**src/rtl/core/srmt_pkg.sv**
```systemverilog
// Shared types, widths and codes for the station ring membership table.
`default_nettype none

package srmt_pkg;

  // Table size and the widths that follow from it.
  localparam int SLOTS   = 5;
  localparam int IDX_W   = $clog2(SLOTS);
  localparam int CNT_W   = $clog2(SLOTS + 1);
  localparam int START_W = ((IDX_W > 3) ? IDX_W : 3) + 1;

  // Fixed field widths of the ports.
  localparam int NET_W     = 32;
  localparam int NODE_W    = 48;
  localparam int SLOT_FW   = 3;
  localparam int COUNT_FW  = 3;
  localparam int REQ_W     = 2;
  localparam int REPLY_W   = 2;
  localparam int CFG_IDX_W = 2;
  localparam int CFG_DAT_W = 48;

  // Command queue between the front and the back.
  localparam int QDEPTH = 2;
  localparam int QPTR_W = $clog2(QDEPTH);
  localparam int QCNT_W = $clog2(QDEPTH + 1);

  // Request type codes.
  localparam logic [REQ_W-1:0] REQ_JOIN  = 2'd0;
  localparam logic [REQ_W-1:0] REQ_LEAVE = 2'd1;
  localparam logic [REQ_W-1:0] REQ_QUERY = 2'd2;
  localparam logic [REQ_W-1:0] REQ_LOAD  = 2'd3;

  // Reply codes.
  localparam logic [REPLY_W-1:0] REPLY_NONE   = 2'd0;
  localparam logic [REPLY_W-1:0] REPLY_ACCEPT = 2'd1;
  localparam logic [REPLY_W-1:0] REPLY_REJECT = 2'd2;

  // Configuration register indexes.
  localparam logic [CFG_IDX_W-1:0] CFG_OWN_NET  = 2'd0;
  localparam logic [CFG_IDX_W-1:0] CFG_OWN_NODE = 2'd1;
  localparam logic [CFG_IDX_W-1:0] CFG_OWN_SLOT = 2'd2;

  // Classified command kinds.
  typedef enum logic [2:0] {
    CMD_NOP,
    CMD_JOIN,
    CMD_LEAVE,
    CMD_QUERY,
    CMD_LOAD
  } cmd_kind_t;

  // One classified command as it travels through the queue.
  typedef struct packed {
    cmd_kind_t         kind;
    logic [NET_W-1:0]  net;
    logic [NODE_W-1:0] node;
    logic [IDX_W-1:0]  slot;
    logic              in_use;
  } cmd_t;

endpackage

`default_nettype wire

```
**src/rtl/core/station_ring_membership_table.sv**
```systemverilog
// Top level of the station ring membership table.
`default_nettype none

// Station ring membership table. Keeps five station entries (network number,
// node number, in-use bit) and serves join, disconnect, next-query and load
// requests, one result item per request item, in order. The front end
// classifies each item and puts it in a two-entry command queue; the
// execution unit then handles it in two steps: it updates the table from
// the queue head, then scans for the ring successor and counts the stations
// into the output register, waiting while that register holds an untaken
// result. It takes the next command only after that reply is loaded.
// The output register holds a result until it is taken while the queue keeps
// taking items. Configuration writes are always ready and take effect at once.
module station_ring_membership_table import srmt_pkg::*; (
  input  logic                 clk,
  input  logic                 rst,
  input  logic                 in_valid,
  output logic                 in_stall,
  input  logic [REQ_W-1:0]     req_type,
  input  logic [NET_W-1:0]     station_net,
  input  logic [NODE_W-1:0]    station_node,
  input  logic [SLOT_FW-1:0]   load_slot,
  input  logic                 load_in_use,
  output logic                 out_valid,
  input  logic                 out_stall,
  output logic [REPLY_W-1:0]   reply_kind,
  output logic                 slot_claimed,
  output logic [SLOT_FW-1:0]   claimed_slot,
  output logic                 slot_freed,
  output logic                 next_valid,
  output logic [NET_W-1:0]     next_net,
  output logic [NODE_W-1:0]    next_node,
  output logic [COUNT_FW-1:0]  station_count,
  input  logic                 cfg_valid,
  output logic                 cfg_ready,
  input  logic [CFG_IDX_W-1:0] cfg_index,
  input  logic [CFG_DAT_W-1:0] cfg_data
);

  logic [NET_W-1:0]   own_net;
  logic [NODE_W-1:0]  own_node;
  logic [SLOT_FW-1:0] own_slot;

  logic q_full;
  logic q_push;
  cmd_t q_in;
  logic q_pop;
  logic q_valid;
  cmd_t q_head;

  // Configuration registers.
  assign cfg_ready = 1'b1;

  always_ff @(posedge clk) begin
    if (rst) begin
      own_net  <= '0;
      own_node <= '0;
      own_slot <= '0;
    end else if (cfg_valid && cfg_ready) begin
      case (cfg_index)
        CFG_OWN_NET:  own_net  <= cfg_data[NET_W-1:0];
        CFG_OWN_NODE: own_node <= cfg_data[NODE_W-1:0];
        CFG_OWN_SLOT: own_slot <= cfg_data[SLOT_FW-1:0];
        default: begin
        end
      endcase
    end
  end

  srmt_front u_front (
    .in_valid     (in_valid),
    .in_stall     (in_stall),
    .req_type     (req_type),
    .station_net  (station_net),
    .station_node (station_node),
    .load_slot    (load_slot),
    .load_in_use  (load_in_use),
    .own_net      (own_net),
    .own_node     (own_node),
    .q_full       (q_full),
    .push         (q_push),
    .cmd          (q_in)
  );

  srmt_queue u_queue (
    .clk       (clk),
    .rst       (rst),
    .push      (q_push),
    .push_cmd  (q_in),
    .full      (q_full),
    .pop       (q_pop),
    .not_empty (q_valid),
    .head      (q_head)
  );

  srmt_back u_back (
    .clk           (clk),
    .rst           (rst),
    .q_valid       (q_valid),
    .q_head        (q_head),
    .pop           (q_pop),
    .own_slot      (own_slot),
    .out_valid     (out_valid),
    .out_stall     (out_stall),
    .reply_kind    (reply_kind),
    .slot_claimed  (slot_claimed),
    .claimed_slot  (claimed_slot),
    .slot_freed    (slot_freed),
    .next_valid    (next_valid),
    .next_net      (next_net),
    .next_node     (next_node),
    .station_count (station_count)
  );

endmodule

`default_nettype wire

```
**src/rtl/core/srmt_front.sv**
```systemverilog
// Front end: accepts request items and classifies them into commands.
`default_nettype none

module srmt_front import srmt_pkg::*; (
  input  logic                in_valid,
  output logic                in_stall,
  input  logic [REQ_W-1:0]    req_type,
  input  logic [NET_W-1:0]    station_net,
  input  logic [NODE_W-1:0]   station_node,
  input  logic [SLOT_FW-1:0]  load_slot,
  input  logic                load_in_use,
  input  logic [NET_W-1:0]    own_net,
  input  logic [NODE_W-1:0]   own_node,
  input  logic                q_full,
  output logic                push,
  output cmd_t                cmd
);

  logic own_echo;
  logic load_ok;

  // An item is taken whenever the queue has room.
  assign in_stall = q_full;
  assign push     = in_valid && !q_full;

  assign own_echo = (station_net == own_net) && (station_node == own_node);
  assign load_ok  = int'(load_slot) < SLOTS;

  // Echoed joins and loads beyond the table become no-ops.
  always_comb begin
    cmd.net    = station_net;
    cmd.node   = station_node;
    cmd.slot   = IDX_W'(load_slot);
    cmd.in_use = load_in_use;
    case (req_type)
      REQ_JOIN:  cmd.kind = own_echo ? CMD_NOP : CMD_JOIN;
      REQ_LEAVE: cmd.kind = CMD_LEAVE;
      REQ_QUERY: cmd.kind = CMD_QUERY;
      REQ_LOAD:  cmd.kind = load_ok ? CMD_LOAD : CMD_NOP;
      default:   cmd.kind = CMD_NOP;
    endcase
  end

endmodule

`default_nettype wire

```
**src/rtl/core/srmt_queue.sv**
```systemverilog
// Short command queue that decouples the front end from the execution unit.
`default_nettype none

module srmt_queue import srmt_pkg::*; (
  input  logic clk,
  input  logic rst,
  input  logic push,
  input  cmd_t push_cmd,
  output logic full,
  input  logic pop,
  output logic not_empty,
  output cmd_t head
);

  cmd_t              entries [QDEPTH];
  logic [QPTR_W-1:0] wr_ptr;
  logic [QPTR_W-1:0] rd_ptr;
  logic [QCNT_W-1:0] count;

  assign full      = (count == QCNT_W'(QDEPTH));
  assign not_empty = (count != '0);
  assign head      = entries[rd_ptr];

  // Entry storage.
  always_ff @(posedge clk) begin
    if (push) begin
      entries[wr_ptr] <= push_cmd;
    end
  end

  // Pointers and fill count.
  always_ff @(posedge clk) begin
    if (rst) begin
      wr_ptr <= '0;
      rd_ptr <= '0;
      count  <= '0;
    end else begin
      if (push) begin
        wr_ptr <= wr_ptr + 1'b1;
      end
      if (pop) begin
        rd_ptr <= rd_ptr + 1'b1;
      end
      if (push && !pop) begin
        count <= count + 1'b1;
      end else if (pop && !push) begin
        count <= count - 1'b1;
      end
    end
  end

endmodule

`default_nettype wire

```
**src/rtl/core/srmt_back.sv**
```systemverilog
// Execution unit: owns the station table, applies commands and forms results.
`default_nettype none

module srmt_back import srmt_pkg::*; (
  input  logic                clk,
  input  logic                rst,
  input  logic                q_valid,
  input  cmd_t                q_head,
  output logic                pop,
  input  logic [SLOT_FW-1:0]  own_slot,
  output logic                out_valid,
  input  logic                out_stall,
  output logic [REPLY_W-1:0]  reply_kind,
  output logic                slot_claimed,
  output logic [SLOT_FW-1:0]  claimed_slot,
  output logic                slot_freed,
  output logic                next_valid,
  output logic [NET_W-1:0]    next_net,
  output logic [NODE_W-1:0]   next_node,
  output logic [COUNT_FW-1:0] station_count
);

  typedef enum logic [1:0] {
    ST_TAKE  = 2'b01,
    ST_REPLY = 2'b10
  } state_t;

  state_t state;

  // Station table.
  logic [NET_W-1:0]  net_tab  [SLOTS];
  logic [NODE_W-1:0] node_tab [SLOTS];
  logic [SLOTS-1:0]  in_use;

  // Command held between the update and the reply cycle.
  cmd_kind_t         cur_kind;
  logic [NET_W-1:0]  cur_net;
  logic [NODE_W-1:0] cur_node;
  logic              cur_claimed;
  logic [SLOT_FW-1:0] cur_cslot;
  logic              cur_freed;

  // Scan results.
  logic               free_hit;
  logic [IDX_W-1:0]   free_idx;
  logic               match_hit;
  logic [IDX_W-1:0]   match_idx;
  logic [START_W-1:0] own_plus;
  logic [START_W-1:0] start;
  logic               upper_hit;
  logic [IDX_W-1:0]   upper_idx;
  logic               succ_hit;
  logic [IDX_W-1:0]   any_idx;
  logic [IDX_W-1:0]   succ_idx;
  logic [CNT_W-1:0]   used;
  logic               want_next;
  logic               succ_is_req;
  logic               out_free;

  assign pop      = (state == ST_TAKE) && q_valid;
  assign out_free = !out_valid || !out_stall;

  // Lowest free slot and first address match for the command at the queue head.
  always_comb begin
    free_hit  = 1'b0;
    free_idx  = '0;
    match_hit = 1'b0;
    match_idx = '0;
    for (int i = SLOTS - 1; i >= 0; i--) begin
      if (!in_use[i]) begin
        free_hit = 1'b1;
        free_idx = IDX_W'(i);
      end
      if (net_tab[i] == q_head.net && node_tab[i] == q_head.node) begin
        match_hit = 1'b1;
        match_idx = IDX_W'(i);
      end
    end
  end

  // Ring successor: first in-use slot at or after the start, else the first overall.
  assign own_plus = START_W'(own_slot) + 1'b1;
  assign start    = (own_plus >= START_W'(SLOTS)) ? '0 : own_plus;

  always_comb begin
    upper_hit = 1'b0;
    upper_idx = '0;
    succ_hit  = 1'b0;
    any_idx   = '0;
    used      = '0;
    for (int i = SLOTS - 1; i >= 0; i--) begin
      if (in_use[i]) begin
        succ_hit = 1'b1;
        any_idx  = IDX_W'(i);
        used     = used + 1'b1;
        if (START_W'(i) >= start) begin
          upper_hit = 1'b1;
          upper_idx = IDX_W'(i);
        end
      end
    end
    succ_idx = upper_hit ? upper_idx : any_idx;
  end

  assign want_next   = (cur_kind == CMD_JOIN) || (cur_kind == CMD_QUERY);
  assign succ_is_req = (net_tab[succ_idx] == cur_net) && (node_tab[succ_idx] == cur_node);

  // Sequencer, table updates and the output register.
  always_ff @(posedge clk) begin
    if (rst) begin
      state     <= ST_TAKE;
      in_use    <= '0;
      out_valid <= 1'b0;
      for (int i = 0; i < SLOTS; i++) begin
        net_tab[i]  <= '0;
        node_tab[i] <= '0;
      end
    end else begin
      // A taken result item clears unless the reply cycle loads a new one.
      if (out_valid && !out_stall && state != ST_REPLY) begin
        out_valid <= 1'b0;
      end
      case (state)
        ST_TAKE: begin
          if (q_valid) begin
            cur_kind    <= q_head.kind;
            cur_net     <= q_head.net;
            cur_node    <= q_head.node;
            cur_claimed <= (q_head.kind == CMD_JOIN) && free_hit;
            cur_cslot   <= ((q_head.kind == CMD_JOIN) && free_hit) ? SLOT_FW'(free_idx) : '0;
            cur_freed   <= (q_head.kind == CMD_LEAVE) && match_hit;
            case (q_head.kind)
              CMD_JOIN: begin
                if (free_hit) begin
                  net_tab[free_idx]  <= q_head.net;
                  node_tab[free_idx] <= q_head.node;
                  in_use[free_idx]   <= 1'b1;
                end
              end
              CMD_LEAVE: begin
                if (match_hit) begin
                  in_use[match_idx] <= 1'b0;
                end
              end
              CMD_LOAD: begin
                net_tab[q_head.slot]  <= q_head.net;
                node_tab[q_head.slot] <= q_head.node;
                in_use[q_head.slot]   <= q_head.in_use;
              end
              default: begin
              end
            endcase
            state <= ST_REPLY;
          end
        end
        ST_REPLY: begin
          if (out_free) begin
            out_valid     <= 1'b1;
            slot_claimed  <= cur_claimed;
            claimed_slot  <= cur_cslot;
            slot_freed    <= cur_freed;
            station_count <= COUNT_FW'(used);
            if (want_next && succ_hit) begin
              next_valid <= 1'b1;
              next_net   <= net_tab[succ_idx];
              next_node  <= node_tab[succ_idx];
            end else begin
              next_valid <= 1'b0;
              next_net   <= '0;
              next_node  <= '0;
            end
            if (cur_kind == CMD_JOIN && succ_hit && succ_is_req) begin
              reply_kind <= cur_claimed ? REPLY_ACCEPT : REPLY_REJECT;
            end else begin
              reply_kind <= REPLY_NONE;
            end
            state <= ST_TAKE;
          end
        end
        default: begin
          state <= ST_TAKE;
        end
      endcase
    end
  end

endmodule

`default_nettype wire

```
**config.mk**
```make
export PLATFORM = sky130hd
export DESIGN_NAME = station_ring_membership_table
export DESIGN_NICKNAME = d
export VERILOG_FILES = /design/src/rtl/core/srmt_pkg.sv /design/src/rtl/core/station_ring_membership_table.sv /design/src/rtl/core/srmt_front.sv /design/src/rtl/core/srmt_queue.sv /design/src/rtl/core/srmt_back.sv
export SDC_FILE = /design/constraint.sdc
export NUM_CORES = 2
export LEC_CHECK = 0
export ABC_AREA = 1
export BUFFER_PORTS_ARGS = -buffer_cell sky130_fd_sc_hd__clkbuf_2
export CAP_MARGIN = 25
export CORE_UTILIZATION = 49
export CTS_BUF_LIST = sky130_fd_sc_hd__clkbuf_4
export DETAILED_ROUTE_END_ITERATION = 6
export PLACE_DENSITY = 0.77
export SKIP_CTS_REPAIR_TIMING = 1
export SLEW_MARGIN = 20
export SYNTH_ARGS = -nofsm -noshare
export SYNTH_HDL_FRONTEND = slang
export SYNTH_SLANG_ARGS = --single-unit
```
**constraint.sdc**
```tcl
create_clock -name clk -period 30.8 [get_ports clk]
set_clock_uncertainty 0.1 [all_clocks]
set_input_delay 0 -clock clk [delete_from_list [all_inputs] [get_ports clk]]
set_output_delay 0 -clock clk [all_outputs]
set_load 0.005 [all_outputs]
```
==> impl_results.md <==
- Status: finished with violations
- Failing checks: DRC
- Avg Synthesized Cell Area: 10.03 um2
- Number of port buffers: 233
- Net Sw Power: 2.497 mW
- Worst hold slack: 0.03183 ns
- Sequential cell area fraction in the yosys report: 0.6171
- Largest stage delay, worst path: 0.88 ns
- Max cap viols: 0
- Max-slew headroom: 0.1530
- CTS tree: yes
- Post-DP Area: 0.05385 mm2
- Min-delay src: station_node[37]
- Signal arrival time at the worst endpoint: 6.83 ns
- Worst Path Required: 31.68 ns
- Crit path launch: own_slot[0]$_SDFFE_PP0P_
- Setup TNS: 0 ns
- Critical R2R Launch: own_slot[0]$_SDFFE_PP0P_
- Cell variety after synth: 43
- Vias: 44710
- Slew @ Worst Pin: 1.259 ns
- FFs w/ async S/R, synth: 0
- IR drop worst, VDD: 0.00007523 V
- DP Wirelength: 124600 um
- Gate power share: 0.427
- Min Tclk post-route: 5.947 ns
- # clock sinks: 1089
- Layout Cells excl Fill: 7356
- DR pass1 iterations: 7
- CTS Buf Count: 303
- Die Ht: 326.0 um
- Via-to-Cell Ratio: 6.079
- Cells after Synth: 5127
- Syn_nets: 5283
- Placed Cells: 6537
- Switching Share: 0.4508
- Core Region: 0.1038 mm2
- Worst-path cell with the longest stage delay: buf_4
- Routed wire length: 204400 um
- Max FO, Critical Path: 121
- Design area: 0.06049 mm2
- Synth top area cells: edfxtp_1, nand2_1, nand3_1
- Syn Std Cell Area: 0.05144 mm2
- Vias in the first global route: 38640
- Clock transition at path regs: 0.10 ns
- I/O Pins: 235
- Peak Freq: 168.2 MHz
- Grt total ovfl: 0
- Nets@finish: 5930
- CP endpoint kind: register
- Ys Warns: 0
- FF+latch count, synth: 1089
- Post-synth top area share: 0.5797
- Initial core utilization: 0.4956
- Largest net degree at the start of global routing: 122
- Ys flop type: edfxtp_1
- RSZ-0062 raised after global routing: no
- Final setup fails: 0
- Clk_lat worst skew: 1.22 ns
- Tot GR Track Use: 0.3405
- Drt first-iter violations: 7495
- Routed Antenna Nets: 0
- H-Tree Level Count: 5
- Synth area leader: edfxtp_1
- Final period util: 0.1931
- Fillers: 8360
- Final Slew Violations: 0
- Clock power share: 0.230
- P_int: 3.042 mW
- Clock Path Buffers: 4
- Gp weighted congestion: 1.053
- Pwr Density: 91.57 mW/mm2
- Layout cells sized above 1: 0.1500
- Sequential Power Share: 0.343
- EDFF count, synth: 993
- Antenna violations before repair: 19
- Setup crit start kind: register
- First-pass GRT wire length: 261400 um
- Tightest Hold Check Type: in2reg
- DIE AREA: 0.1063 mm2
- Die Wd: 326.0 um
- Worst Setup Path Type: reg2reg
- Wirelength per Cell: 27.79 um
- Worst-path cell chain: inv_1 > ha_1 > inv_1 > nand2_1 > nand3_1 > nand3_1 > nand3_2 > nand2_1 > nor2_4 > nand3_4 > nand2_8 > buf_4 > nand2_1 > nand3_1 > nand3_1 > nand3_1 > nand2_1 > nor2_1 > nand2_1 > nor2_1 > nand2_1 > nor2_1 > nand3_1 > nor2_1
- Cell Rows: 118
- CTS root buffer: clkbuf_4
- Lkg Pwr: 24.19 nW
- Layout area overhead: 17.60%
- Final hold viol count: 0
- DRC Markers: 23
- Final design utilization: 0.5828
flip-flops by register name, indices dropped and copies added, names as in the netlist, 48 cells and up, named ones only:
register,cells
u_back.net_tab,256
u_back.cur_node,48
own_node,48
u_queue.entries,174
u_back.node_tab,384
u_back.next_node,48
kinds of logic after synthesis:
kind of cell | count (synthesis) | share of synthesized area
flip-flops | 1089 | 0.6171
XOR/XNOR | 412 | 0.07015
other | 1 | 0.00007290
adder cells (fa/ha/maj) | 15 | 0.003649
buffers and inverters | 616 | 0.05147
AND/OR/NAND/NOR | 2672 | 0.2248
multiplexers | 2 | 0.0003892
AO/OA/AOI/OAI | 320 | 0.03240
final timing paths:
| kind | end | slack, ns | depth (start not counted) |
|---|---|---|---|
| worst min register to register | u_back.claimed_slot[1]$_DFFE_PP_ | 0.33 | 0 |
| worst max register to register | u_back.reply_kind[0]$_SDFFCE_PN0P_ | 24.85 | 24 |
| worst min-delay path | u_queue.entries[0][41]$_DFFE_PP_ | 0.03 | 3 |
| worst max-delay path | u_back.reply_kind[0]$_SDFFCE_PN0P_ | 24.85 | 24 |
worst max-delay path: cells and delay by family, from the launching register on:
| family | cells | cell delay [ns] |
|---|---|---|
| flip-flops | 1 | 0.37 |
| buffers and inverters | 3 | 1.05 |
| adder cells (fa/ha/maj) | 1 | 0.23 |
| AND/OR/NAND/NOR | 20 | 3.79 |
cell usage in the layout (no fill, tap or decap), types with 8 or more instances in the layout:
cell and n:
nor4_1 56, clkinv_2 8, nand3b_1 13, o21ai_2 13, xnor2_1 233, inv_2 17
nand3_1 737, xor2_1 179, diode_2 15, edfxtp_1 993, dlygate4sd3_1 311, ha_1 15
inv_1 305, buf_4 95, o21ai_0 127, or2_2 56, nand2_2 10, o21ai_1 45
nand4_1 62, dfxtp_1 95, nand2_1 1004, nor2_1 681, o22ai_1 9, clkbuf_2 233
a21oi_1 111, clkbuf_4 431, clkinv_1 45, nor3_1 13
cell type report:
class | instances | area, um2 | area share
diodes | 15 | 37.54 | 0.0006205
clock buffers | 431 | 3236 | 0.05349
clock inverters | 61 | 249.0 | 0.004116
inverters | 317 | 1192 | 0.01971
multi-input cells | 3422 | 17290 | 0.2858
flip-flops and latches | 1089 | 31740 | 0.5248
well taps | 1380 | 1727 | 0.02854
repair buffers | 641 | 5017 | 0.08294
synthesized netlist by cell type, types with 62 or more instances:
cell type,number
nand3_1,740
nand2_1,1014
xor2_1,179
o21ai_0,164
inv_1,306
nor2_1,685
edfxtp_1,993
nand4_1,62
xnor2_1,233
clkbuf_1,120
buf_2,121
dfxtp_1,96
a21oi_1,111
layer usage:
metal / global-route usage / vias up / part of all wire
met4: 0.2209 / 14 / 0.086
li1: - / 18780 / -
met5: 0 / - / 0.00066
met1: 0.4518 / 20780 / 0.34
met2: 0.4817 / 4177 / 0.42
met3: 0.1061 / 967 / 0.15
power groups by stage:
stage                     Clock, mW  Combinational [mW]  Sequential [mW]
after detailed placement          0                2.20             1.92
after floorplan                   0                1.36             1.90
final                          1.27                2.37             1.90
after global routing           1.35                2.44             1.91
after CTS                      1.25                2.21             1.89
after global placement            0                2.18             1.92
through the flow:
step | power (mW) | worst slack, ns
floorplan | 3.252 | 19.17
global placement | 4.097 | 25.12
detailed placement | 4.122 | 25.02
CTS | 5.352 | 25.04
global route | 5.696 | 24.57
finish | 5.539 | 24.85
Note: power is estimated with default switching activity, not from simulation.
